$ cat config.mk
export PLATFORM = sky130hd
export DESIGN_NAME = array_linked_multiset_core_flat
export DESIGN_NICKNAME = d
export VERILOG_FILES = /design/src/hw/rtl/alms_pkg.sv /design/src/hw/rtl/alms_cmd_if.sv /design/src/hw/rtl/alms_res_if.sv /design/src/hw/rtl/array_linked_multiset_core.sv /design/src/hw/rtl/alms_front.sv /design/src/hw/rtl/alms_back.sv /design/src/flat_wrapper.sv
export SDC_FILE = /design/constraint.sdc
export NUM_CORES = 2
export LEC_CHECK = 0
export BUFFER_PORTS_ARGS = -buffer_cell sky130_fd_sc_hd__buf_4
export CAP_MARGIN = 0
export CORE_MARGIN = 2
export CORE_UTILIZATION = 25
export CTS_BUF_LIST = sky130_fd_sc_hd__clkbuf_4 sky130_fd_sc_hd__clkbuf_8 sky130_fd_sc_hd__clkbuf_16
export CTS_CLUSTER_DIAMETER = 200
export DETAILED_ROUTE_END_ITERATION = 8
export SLEW_MARGIN = 20
export SYNTH_ARGS = -nofsm -noshare
export SYNTH_HDL_FRONTEND = slang
export SYNTH_HIERARCHICAL = 1
export SYNTH_SLANG_ARGS = --single-unit
$ cat constraint.sdc
create_clock -name clk -period 11.4 [get_ports clk]
set_clock_uncertainty 0.2 [all_clocks]
set_input_delay 0.57 -clock clk [delete_from_list [all_inputs] [get_ports clk]]
set_output_delay 0.57 -clock clk [all_outputs]
set_load 0.02 [all_outputs]
$ cat src/hw/rtl/alms_pkg.sv
// ----------------------------------------------------------------------------
// alms_pkg
// Shared constants, codes and types of the linked multiset core.
// ----------------------------------------------------------------------------
package alms_pkg;

    localparam int CAPACITY    = 64;
    localparam int VALUE_WIDTH = 32;
    localparam int IDX_W       = $clog2(CAPACITY);
    localparam int LINK_W      = $clog2(CAPACITY + 1);
    localparam int CNT_W       = $clog2(CAPACITY + 1);
    localparam int OUT_W       = 7;

    localparam logic [LINK_W-1:0] NULL_LINK = LINK_W'(CAPACITY);

    // command codes
    localparam logic [1:0] OP_ADD    = 2'd0;
    localparam logic [1:0] OP_REMOVE = 2'd1;
    localparam logic [1:0] OP_COUNT  = 2'd2;
    localparam logic [1:0] OP_CLEAR  = 2'd3;

    typedef struct packed {
        logic [1:0]             op;
        logic [VALUE_WIDTH-1:0] value;
    } cmd_word_t;

    typedef struct packed {
        logic      valid;
        cmd_word_t word;
    } queue_head_t;

    function automatic logic link_ok(input logic [LINK_W-1:0] l);
        return l < NULL_LINK;
    endfunction

endpackage

$ cat src/hw/rtl/alms_cmd_if.sv
// ----------------------------------------------------------------------------
// alms_cmd_if
// Command channel: operation code and value, valid/ready handshake.
// ----------------------------------------------------------------------------
interface alms_cmd_if;
    logic        valid;
    logic        ready;
    logic [1:0]  cmd;
    logic [31:0] value;

    modport source (output valid, output cmd, output value, input ready);
    modport sink   (input valid, input cmd, input value, output ready);
endinterface

$ cat src/hw/rtl/alms_res_if.sv
// ----------------------------------------------------------------------------
// alms_res_if
// Result channel: success flag, frequency and entry count.
// ----------------------------------------------------------------------------
interface alms_res_if;
    logic       valid;
    logic       ready;
    logic       ok;
    logic [6:0] frequency;
    logic [6:0] entry_count;

    modport source (output valid, output ok, output frequency, output entry_count,
                    input ready);
    modport sink   (input valid, input ok, input frequency, input entry_count,
                    output ready);
endinterface

$ cat src/hw/rtl/array_linked_multiset_core.sv
// Sequence: clear answers straight from idle; add walks, acts, then ADD1, ADD2 and DONE;
// remove walks, acts, then RM1, RM2 and DONE (straight to DONE when absent); count walks,
// acts and ends in DONE. The walk visits the held entries, one slot read per cycle. The back
// end works on one word at a time; a two-entry command queue keeps accepting until full.
// Reset: asynchronous active low; list empty, all slots on the free chain.
// ----------------------------------------------------------------------------
// array_linked_multiset_core
// Bounded multiset kept as a doubly linked list in slot memories.
// ----------------------------------------------------------------------------
module array_linked_multiset_core (
    input  logic        clk,
    input  logic        rst_n,
    alms_cmd_if.sink    req,
    alms_res_if.source  rsp
);
    import alms_pkg::*;

    queue_head_t q_head;
    logic        q_pop;

    // command intake and queue
    alms_front u_front (
        .clk   (clk),
        .rst_n (rst_n),
        .req   (req),
        .pop   (q_pop),
        .head  (q_head)
    );

    // list engine
    alms_back u_back (
        .clk   (clk),
        .rst_n (rst_n),
        .head  (q_head),
        .pop   (q_pop),
        .rsp   (rsp)
    );

endmodule

$ cat src/hw/rtl/alms_front.sv
// ----------------------------------------------------------------------------
// alms_front
// Accepts command words, decodes them and holds them in a two-entry queue.
// ----------------------------------------------------------------------------
module alms_front (
    input  logic                 clk,
    input  logic                 rst_n,
    alms_cmd_if.sink             req,
    input  logic                 pop,
    output alms_pkg::queue_head_t head
);
    import alms_pkg::*;

    cmd_word_t   fifo_reg [2];
    logic        wr_ptr_reg;
    logic        rd_ptr_reg;
    logic [1:0]  level_reg;
    logic [1:0]  level_next;
    logic        push;
    logic        do_pop;
    cmd_word_t   in_word;

    // decode incoming word
    always_comb
    begin
        in_word.value = req.value[VALUE_WIDTH-1:0];
        unique case (req.cmd)
            OP_ADD:    in_word.op = OP_ADD;
            OP_REMOVE: in_word.op = OP_REMOVE;
            OP_COUNT:  in_word.op = OP_COUNT;
            default:   in_word.op = OP_CLEAR;
        endcase
    end

    assign req.ready  = (level_reg != 2'd2);
    assign push       = req.valid && req.ready;
    assign do_pop     = pop && (level_reg != 2'd0);
    assign head.valid = (level_reg != 2'd0);
    assign head.word  = fifo_reg[rd_ptr_reg];

    always_comb
    begin
        level_next = level_reg;
        if (push && !do_pop)
        begin
            level_next = level_reg + 2'd1;
        end
        else if (do_pop && !push)
        begin
            level_next = level_reg - 2'd1;
        end
    end

    // queue storage
    always_ff @(posedge clk)
    begin
        if (push)
        begin
            fifo_reg[wr_ptr_reg] <= in_word;
        end
    end

    // queue pointers
    always_ff @(posedge clk or negedge rst_n)
    begin
        if (!rst_n)
        begin
            wr_ptr_reg <= 1'b0;
            rd_ptr_reg <= 1'b0;
            level_reg  <= 2'd0;
        end
        else
        begin
            if (push)
            begin
                wr_ptr_reg <= !wr_ptr_reg;
            end
            if (do_pop)
            begin
                rd_ptr_reg <= !rd_ptr_reg;
            end
            level_reg <= level_next;
        end
    end

endmodule

$ cat src/hw/rtl/alms_back.sv
// ----------------------------------------------------------------------------
// alms_back
// Executes commands on the linked list held in slot memories.
// ----------------------------------------------------------------------------
module alms_back (
    input  logic                  clk,
    input  logic                  rst_n,
    input  alms_pkg::queue_head_t head,
    output logic                  pop,
    alms_res_if.source            rsp
);
    import alms_pkg::*;

    localparam logic [2:0] ST_IDLE = 3'd0;
    localparam logic [2:0] ST_WALK = 3'd1;
    localparam logic [2:0] ST_ACT  = 3'd2;
    localparam logic [2:0] ST_ADD1 = 3'd3;
    localparam logic [2:0] ST_ADD2 = 3'd4;
    localparam logic [2:0] ST_RM1  = 3'd5;
    localparam logic [2:0] ST_RM2  = 3'd6;
    localparam logic [2:0] ST_DONE = 3'd7;

    // slot memories
    logic [VALUE_WIDTH-1:0] item_mem [CAPACITY];
    logic [LINK_W-1:0]      nl_mem   [CAPACITY];
    logic [LINK_W-1:0]      pl_mem   [CAPACITY];

    logic [2:0]             state_reg, state_next;
    logic [1:0]             op_reg, op_next;
    logic [VALUE_WIDTH-1:0] val_reg, val_next;
    logic [CNT_W-1:0]       seen_reg, seen_next;
    logic [CNT_W-1:0]       freq_reg, freq_next;
    logic                   found_reg, found_next;
    logic [IDX_W-1:0]       slot_reg, slot_next;
    logic [LINK_W-1:0]      p_reg, p_next;
    logic [LINK_W-1:0]      n_reg, n_next;
    logic                   ok_reg, ok_next;
    logic [LINK_W-1:0]      lhead_reg, lhead_next;
    logic [LINK_W-1:0]      free_reg, free_next;
    logic [CNT_W-1:0]       held_reg, held_next;
    logic [CAPACITY-1:0]    nv_reg, nv_next;
    logic [CAPACITY-1:0]    pv_reg, pv_next;
    logic                   rsp_valid_reg, rsp_valid_next;
    logic                   rsp_ok_reg, rsp_ok_next;
    logic [OUT_W-1:0]       rsp_freq_reg, rsp_freq_next;
    logic [OUT_W-1:0]       rsp_cnt_reg, rsp_cnt_next;

    logic                   rd_en;
    logic [IDX_W-1:0]       rd_addr;
    logic [IDX_W-1:0]       rd_addr_reg;
    logic [VALUE_WIDTH-1:0] item_rd_reg;
    logic [LINK_W-1:0]      nl_rd_reg;
    logic [LINK_W-1:0]      pl_rd_reg;
    logic                   nv_rd_reg;
    logic                   pv_rd_reg;
    logic [LINK_W-1:0]      nl_eff;
    logic [LINK_W-1:0]      pl_eff;

    logic                   item_we;
    logic [IDX_W-1:0]       item_wa;
    logic                   nl_we;
    logic [IDX_W-1:0]       nl_wa;
    logic [LINK_W-1:0]      nl_wd;
    logic                   pl_we;
    logic [IDX_W-1:0]       pl_wa;
    logic [LINK_W-1:0]      pl_wd;

    // never-written links read as their reset value
    assign nl_eff = nv_rd_reg ? nl_rd_reg : (LINK_W'(rd_addr_reg) + LINK_W'(1));
    assign pl_eff = pv_rd_reg ? pl_rd_reg : NULL_LINK;

    assign rsp.valid       = rsp_valid_reg;
    assign rsp.ok          = rsp_ok_reg;
    assign rsp.frequency   = rsp_freq_reg;
    assign rsp.entry_count = rsp_cnt_reg;

    // command sequencer
    always_comb
    begin
        state_next     = state_reg;
        op_next        = op_reg;
        val_next       = val_reg;
        seen_next      = seen_reg;
        freq_next      = freq_reg;
        found_next     = found_reg;
        slot_next      = slot_reg;
        p_next         = p_reg;
        n_next         = n_reg;
        ok_next        = ok_reg;
        lhead_next     = lhead_reg;
        free_next      = free_reg;
        held_next      = held_reg;
        nv_next        = nv_reg;
        pv_next        = pv_reg;
        rsp_valid_next = rsp_valid_reg && !rsp.ready;
        rsp_ok_next    = rsp_ok_reg;
        rsp_freq_next  = rsp_freq_reg;
        rsp_cnt_next   = rsp_cnt_reg;
        pop            = 1'b0;
        rd_en          = 1'b0;
        rd_addr        = lhead_reg[IDX_W-1:0];
        item_we        = 1'b0;
        item_wa        = slot_reg;
        nl_we          = 1'b0;
        nl_wa          = slot_reg;
        nl_wd          = lhead_reg;
        pl_we          = 1'b0;
        pl_wa          = slot_reg;
        pl_wd          = NULL_LINK;

        unique case (state_reg)
            ST_IDLE:
            begin
                if (head.valid && !rsp_valid_reg)
                begin
                    pop        = 1'b1;
                    op_next    = head.word.op;
                    val_next   = head.word.value;
                    freq_next  = '0;
                    found_next = 1'b0;
                    seen_next  = '0;
                    if (head.word.op == OP_CLEAR)
                    begin
                        lhead_next     = NULL_LINK;
                        free_next      = '0;
                        held_next      = '0;
                        nv_next        = '0;
                        pv_next        = '0;
                        rsp_valid_next = 1'b1;
                        rsp_ok_next    = 1'b1;
                        rsp_freq_next  = '0;
                        rsp_cnt_next   = '0;
                    end
                    else if (link_ok(lhead_reg) && (held_reg != '0))
                    begin
                        rd_en      = 1'b1;
                        rd_addr    = lhead_reg[IDX_W-1:0];
                        seen_next  = CNT_W'(1);
                        state_next = ST_WALK;
                    end
                    else
                    begin
                        state_next = ST_ACT;
                    end
                end
            end

            // one slot compared per cycle, next read issued from the link
            ST_WALK:
            begin
                if (item_rd_reg == val_reg)
                begin
                    freq_next = freq_reg + CNT_W'(1);
                    if (!found_reg)
                    begin
                        found_next = 1'b1;
                        slot_next  = rd_addr_reg;
                        p_next     = pl_eff;
                        n_next     = nl_eff;
                    end
                end
                if (link_ok(nl_eff) && (seen_reg < held_reg))
                begin
                    rd_en     = 1'b1;
                    rd_addr   = nl_eff[IDX_W-1:0];
                    seen_next = seen_reg + CNT_W'(1);
                end
                else
                begin
                    state_next = ST_ACT;
                end
            end

            ST_ACT:
            begin
                unique case (op_reg)
                    OP_ADD:
                    begin
                        if ((held_reg < CNT_W'(CAPACITY)) && link_ok(free_reg))
                        begin
                            slot_next  = free_reg[IDX_W-1:0];
                            rd_en      = 1'b1;
                            rd_addr    = free_reg[IDX_W-1:0];
                            state_next = ST_ADD1;
                        end
                        else
                        begin
                            ok_next    = 1'b0;
                            state_next = ST_DONE;
                        end
                    end
                    OP_REMOVE:
                    begin
                        ok_next    = 1'b0;
                        state_next = found_reg ? ST_RM1 : ST_DONE;
                    end
                    default:
                    begin
                        ok_next    = (freq_reg != '0);
                        state_next = ST_DONE;
                    end
                endcase
            end

            // take the free slot, link it in front of the old head
            ST_ADD1:
            begin
                item_we         = 1'b1;
                item_wa         = slot_reg;
                nl_we           = 1'b1;
                nl_wa           = slot_reg;
                nl_wd           = lhead_reg;
                pl_we           = 1'b1;
                pl_wa           = slot_reg;
                pl_wd           = NULL_LINK;
                nv_next[slot_reg] = 1'b1;
                pv_next[slot_reg] = 1'b1;
                free_next       = nl_eff;
                state_next      = ST_ADD2;
            end

            ST_ADD2:
            begin
                if (link_ok(lhead_reg))
                begin
                    pl_we = 1'b1;
                    pl_wa = lhead_reg[IDX_W-1:0];
                    pl_wd = LINK_W'(slot_reg);
                    pv_next[lhead_reg[IDX_W-1:0]] = 1'b1;
                end
                lhead_next = LINK_W'(slot_reg);
                held_next  = held_reg + CNT_W'(1);
                freq_next  = freq_reg + CNT_W'(1);
                ok_next    = 1'b1;
                state_next = ST_DONE;
            end

            // unlink the first match
            ST_RM1:
            begin
                if (link_ok(p_reg))
                begin
                    nl_we = 1'b1;
                    nl_wa = p_reg[IDX_W-1:0];
                    nl_wd = n_reg;
                    nv_next[p_reg[IDX_W-1:0]] = 1'b1;
                end
                else
                begin
                    lhead_next = n_reg;
                end
                pl_we           = 1'b1;
                pl_wa           = slot_reg;
                pl_wd           = NULL_LINK;
                pv_next[slot_reg] = 1'b1;
                state_next      = ST_RM2;
            end

            // fix the successor's back link and return the slot to the free list
            ST_RM2:
            begin
                if (link_ok(n_reg))
                begin
                    pl_we = 1'b1;
                    pl_wa = n_reg[IDX_W-1:0];
                    pl_wd = p_reg;
                    pv_next[n_reg[IDX_W-1:0]] = 1'b1;
                end
                nl_we           = 1'b1;
                nl_wa           = slot_reg;
                nl_wd           = free_reg;
                nv_next[slot_reg] = 1'b1;
                free_next       = LINK_W'(slot_reg);
                held_next       = held_reg - CNT_W'(1);
                freq_next       = freq_reg - CNT_W'(1);
                ok_next         = 1'b1;
                state_next      = ST_DONE;
            end

            ST_DONE:
            begin
                rsp_valid_next = 1'b1;
                rsp_ok_next    = ok_reg;
                rsp_freq_next  = OUT_W'(freq_reg);
                rsp_cnt_next   = OUT_W'(held_reg);
                state_next     = ST_IDLE;
            end

            default:
            begin
                state_next = ST_IDLE;
            end
        endcase
    end

    // memory write and registered read
    always_ff @(posedge clk)
    begin
        if (item_we)
        begin
            item_mem[item_wa] <= val_reg;
        end
        if (nl_we)
        begin
            nl_mem[nl_wa] <= nl_wd;
        end
        if (pl_we)
        begin
            pl_mem[pl_wa] <= pl_wd;
        end
        if (rd_en)
        begin
            item_rd_reg <= item_mem[rd_addr];
            nl_rd_reg   <= nl_mem[rd_addr];
            pl_rd_reg   <= pl_mem[rd_addr];
            nv_rd_reg   <= nv_reg[rd_addr];
            pv_rd_reg   <= pv_reg[rd_addr];
            rd_addr_reg <= rd_addr;
        end
    end

    // working payload
    always_ff @(posedge clk)
    begin
        op_reg        <= op_next;
        val_reg       <= val_next;
        seen_reg      <= seen_next;
        freq_reg      <= freq_next;
        found_reg     <= found_next;
        slot_reg      <= slot_next;
        p_reg         <= p_next;
        n_reg         <= n_next;
        ok_reg        <= ok_next;
        rsp_ok_reg    <= rsp_ok_next;
        rsp_freq_reg  <= rsp_freq_next;
        rsp_cnt_reg   <= rsp_cnt_next;
    end

    // control and list state
    always_ff @(posedge clk or negedge rst_n)
    begin
        if (!rst_n)
        begin
            state_reg     <= ST_IDLE;
            lhead_reg     <= NULL_LINK;
            free_reg      <= '0;
            held_reg      <= '0;
            nv_reg        <= '0;
            pv_reg        <= '0;
            rsp_valid_reg <= 1'b0;
        end
        else
        begin
            state_reg     <= state_next;
            lhead_reg     <= lhead_next;
            free_reg      <= free_next;
            held_reg      <= held_next;
            nv_reg        <= nv_next;
            pv_reg        <= pv_next;
            rsp_valid_reg <= rsp_valid_next;
        end
    end

endmodule

$ cat src/flat_wrapper.sv
// flat-port wrapper written by rule: the top's interface ports become plain ports
module array_linked_multiset_core_flat import alms_pkg::*;
  (clk, rst_n, req_valid, req_cmd, req_value, req_ready, rsp_valid, rsp_ok, rsp_frequency, rsp_entry_count, rsp_ready);
  alms_cmd_if req_i ();
  alms_res_if rsp_i ();
  input  logic clk;
  input  logic rst_n;
  input wire logic [$bits(req_i.valid)-1:0] req_valid;
  input wire logic [$bits(req_i.cmd)-1:0] req_cmd;
  input wire logic [$bits(req_i.value)-1:0] req_value;
  output wire logic [$bits(req_i.ready)-1:0] req_ready;
  output wire logic [$bits(rsp_i.valid)-1:0] rsp_valid;
  output wire logic [$bits(rsp_i.ok)-1:0] rsp_ok;
  output wire logic [$bits(rsp_i.frequency)-1:0] rsp_frequency;
  output wire logic [$bits(rsp_i.entry_count)-1:0] rsp_entry_count;
  input wire logic [$bits(rsp_i.ready)-1:0] rsp_ready;
  assign req_i.valid = req_valid;
  assign req_i.cmd = req_cmd;
  assign req_i.value = req_value;
  assign req_ready = req_i.ready;
  assign rsp_valid = rsp_i.valid;
  assign rsp_ok = rsp_i.ok;
  assign rsp_frequency = rsp_i.frequency;
  assign rsp_entry_count = rsp_i.entry_count;
  assign rsp_i.ready = rsp_ready;
  array_linked_multiset_core u_core (.clk(clk), .rst_n(rst_n), .req(req_i), .rsp(rsp_i));
endmodule
==> results.tsv <==
stage	metric	value	unit
min_path	Hold Crit Depth	2	
worst_setup_path	CP Cell Sequence	nand2_2 -> clkinv_2 -> o211ai_4 -> a211oi_4 -> o221a_4 -> buf_12 -> buf_4 -> buf_4 -> nand2_1 -> nand3_1 -> a31oi_1 -> a31oi_1 -> o211a_1	
timing	setup TNS	0	ns
floorplanning	Initial Utilization	25.1	%
timing	fmax	145	MHz
clock_network	clk buf depth	4	
timing	slew margin rel.	13.2	%
clock_network	Clk Latency, worst-skew pair	0.93	ns
clock_network	Worst-path clk slew	0.06	ns
synthesis	dominant cells by area after synthesis	edfxtp_1 70%, nand2_1 8.5%, nand3_1 4.7%, dfrtp_1 2.9%, a21oi_1 1.2%	
clock_network	Root Buffer	clkbuf_16	
routing	1st-iter DRT viols	13887	
synthesis	FF+latch count, synth	3308	
worst_setup_path	Worst R2R Setup Slack	4.51	ns
floorplanning	Die ar.	546000	µm²
grt	vias in the first global route	82908	
worst_setup_path	critical path required time	11.97	ns
worst_setup_path	Crit Path Class	reg -> reg	
power_and_ir_drop	Sw Ratio	38.6	%
power_and_ir_drop	P_sw	0.0152	W
timing	Slew @ Worst Pin	1.29	ns
synthesis	Post-Synth XOR/XNOR Area	0.357	%
clock_network	CTS tree	yes	
run_status	failing checks	design-rule violations	
min_path	worst hold path class	in -> reg	
synthesis	Simple-Gate Fraction of Synth Area	16.3	%
final_layout	share of cells above drive strength 1	9.26	%
power_and_ir_drop	maximum VDD drop	0.275	mV
synthesis	Post-Synth Adder-Cell Area	0.206	%
synthesis	distinct cell type count after synthesis	86	
worst_setup_path	CP arrival	7.47	ns
job	max-cap violation count	0	
floorplanning	Core ar.	537000	µm²
worst_setup_path	Critical Path Start Type	register	
routing	router iterations before antenna repair	9	
final_layout	Largest Register	u_core/u_back/item_mem	
synthesis	synthesized area per cell	12.7	µm²
synthesis	number of flops mapped to enable cells by yosys	3151	
floorplanning	I/O Pins	55	
grt	initial antenna violation count	11	
floorplanning	Die X	739	µm
synthesis	area leader, netlist	edfxtp_1	
routing	via count	90838	
synthesis	Synth Flop Type	edfxtp_1	
synthesis	syn_nets	10685	
final_layout	largest registers	u_core/u_back/item_mem x2048, u_core/u_back/nl_mem x448, u_core/u_back/pl_mem x448	
worst_setup_path	CP max stage delay	0.88	ns
routing	Routed WL per cell	23.9	µm
synthesis	post-synthesis mux area share	1.51	%
worst_setup_path	slowest cell on the critical path	dfrtp_1	
synthesis	sequential fraction of the synthesis area	73.0	%
worst_setup_path	reg-to-reg endpoint	u_core/u_back/item_rd_reg[9]	
synthesis	Syn. warnings	6	
clock_network	Clock Sinks	3308	
final_layout	synthesis-to-layout area growth	14.3	%
placed_design	gp weighted congestion	0.877	
clock_network	post_cts resized	0	
worst_setup_path	RR Startpoint	u_core/u_back/state_reg[0]	
final_layout	max reg flops	2048	
routing	vias per std cell	5.05	
placed_design	dpl hpwl	233000	µm
timing	unrepaired setup endpoints after global routing	no	
timing	final hold vios	0	
timing	# setup viols final	0	
power_and_ir_drop	Internal	0.0241	W
worst_setup_path	R2R depth	13	
timing	fin crit period	6.89	ns
synthesis	fraction of registers with async set/reset	4.75	%
placed_design	IO Port Bufs	54	
routing	Total Wirelength	431000	µm
routing	DR DRC count	4	
clock_network	cts bufs inserted	318	
routing	post-route ant nets	0	
synthesis	Yosys top cell area share	70.1	%
timing	final worst-path cycle share	60.5	%
min_path	hold wc startpoint	req_value[2]	
run_status	status	complete, but fails checks	
min_path	Hold Path Sink	u_core/u_front/fifo_reg[1][2]	
final_layout	final core utilization	28.7	%
synthesis	largest family of logic cells by synthesized area	simple AND/OR/NAND/NOR gates	
clock_network	Setup Buffers After CTS	0	
power_and_ir_drop	PD cells	254	nW/µm²
floorplanning	Die Y	739	µm
power_and_ir_drop	register share of total power	38.1	%
power_and_ir_drop	logic gate share of total power	34.8	%
clock_network	# hold bufs at CTS	39	
worst_setup_path	CP endpoint kind	register	
worst_setup_path	CP max FO	171	
grt	total gr overflow	0	
floorplanning	Rows	269	
clock_network	# H-tree levels	5	
synthesis	Synth Area in Compound Gates	5.96	%
power_and_ir_drop	clock power share	27.1	%
grt	GRT Total Usage	15.0	%
power_and_ir_drop	Leak	51.6	nW
synthesis	post-synthesis cell count	10626	
final_layout	fin nets	10623	
grt	largest net degree at the start of global routing	172	
grt	first-pass GRT wire length	610000	µm
timing	Final Slew Violations	0	
synthesis	Post-Syn Area	135000	µm²
Yosys cell counts, types with 95 or more instances:
cell,count
dfrtp_1,156
a31oi_1,220
nand3_1,1272
buf_2,309
edfxtp_1,3151
mux2i_1,131
nor2_1,396
clkbuf_1,263
a32oi_1,95
a21oi_1,330
nand2_1,3065
and3_1,130
power groups by stage:
stage / combinational (W) / sequential (W) / clock, W
5_1_grt: 0.0145 / 0.0150 / 0.0112
3_3_place_gp: 0.0133 / 0.0152 / 0
6_report: 0.0137 / 0.0149 / 0.0106
2_1_floorplan: 0.00834 / 0.0152 / 0
4_1_cts: 0.0135 / 0.0149 / 0.0108
3_5_place_dp: 0.0134 / 0.0152 / 0
critical path: cells and delay by family, from the launching register on:
family                 cells  cell delay [ns]
buffers and inverters      4             2.48
and+or+nand+nor            3             0.49
DFF                        1             0.88
AOI/OAI and AO/OA          6             2.23
placed cells by master, fill, tap and decap left out, types with 71 or more instances in the layout:
| cell type | count |
|---|---|
| nand2_1 | 3060 |
| edfxtp_1 | 3151 |
| nor2_4 | 74 |
| buf_4 | 281 |
| a31oi_1 | 220 |
| a311oi_1 | 83 |
| nor2_1 | 322 |
| clkbuf_16 | 327 |
| nand3_1 | 1272 |
| a32oi_1 | 95 |
| a21oi_1 | 328 |
| mux2i_1 | 131 |
| o221ai_1 | 74 |
| clkinv_1 | 71 |
| dfrtp_1 | 155 |
| and3_1 | 129 |
per-layer routing:
metal / GRT usage [%] / wire [µm] / share of wire (%) / vias to the layer above
met4: 5.50 / 16500 / 3.8 / 2
met2: 22.1 / 186000 / 43 / 5286
met1: 21.4 / 177000 / 41 / 45897
met3: 3.32 / 51800 / 12 / 796
li1: - / - / - / 38857
met5: 0 / 13 / 0.0030 / -
kinds of logic (layout without fill, tap and decap cells):
logic type,count (synthesis),in the layout
and+or+nand+nor,5139,5139
adders and majority gates,21,21
other,0,6
AOI/OAI and AO/OA,1165,1165
xor gates and xnor gates,55,55
muxes,186,186
buffers and inverters,752,930
DFF,3308,3308
per-stage QoR:
step	total power (W)	worst slack, ns	cell area [µm²]	hold slack, ns	instances
finish	0.0392	4.51	154000	0.176	17991
global route	0.0407	4.22	154000	0.160	17986
CTS	0.0391	4.69	154000	0.121	17984
detailed placement	0.0286	4.73	144000	0.281	17385
global placement	0.0285	4.72	144000	0.275	17385
floorplan	0.0236	5.68	135000	0.0744	10626
final cells by class:
type	count	area, µm²
Inverter	36	159
Clock inverter	163	1460
Multi-Input combinational cell	6566	33600
Clock buffer	397	8750
Tap cell	7181	8980
Sequential cell	3308	98600
Fill cell	54181	383000
Timing Repair Buffer	334	2780
Antenna cell	6	15.0
how the worst max path moves through the flow:
stage / to / startpoint / slack (ns)
after global routing: u_core/u_back/item_rd_reg[6] / u_core/u_back/state_reg[0] / 4.22
after detailed placement: u_core/u_back/item_rd_reg[9] / u_core/u_back/state_reg[0] / 4.73
final: u_core/u_back/item_rd_reg[9] / u_core/u_back/state_reg[0] / 4.51
after global placement: u_core/u_back/item_rd_reg[6] / u_core/u_back/state_reg[0] / 4.72
after CTS: u_core/u_back/item_rd_reg[9] / u_core/u_back/state_reg[0] / 4.69
after floorplan: u_core/u_back/item_rd_reg[0] / u_core/u_front/rd_ptr_reg / 5.68
Power figures use the tool's default switching activity.
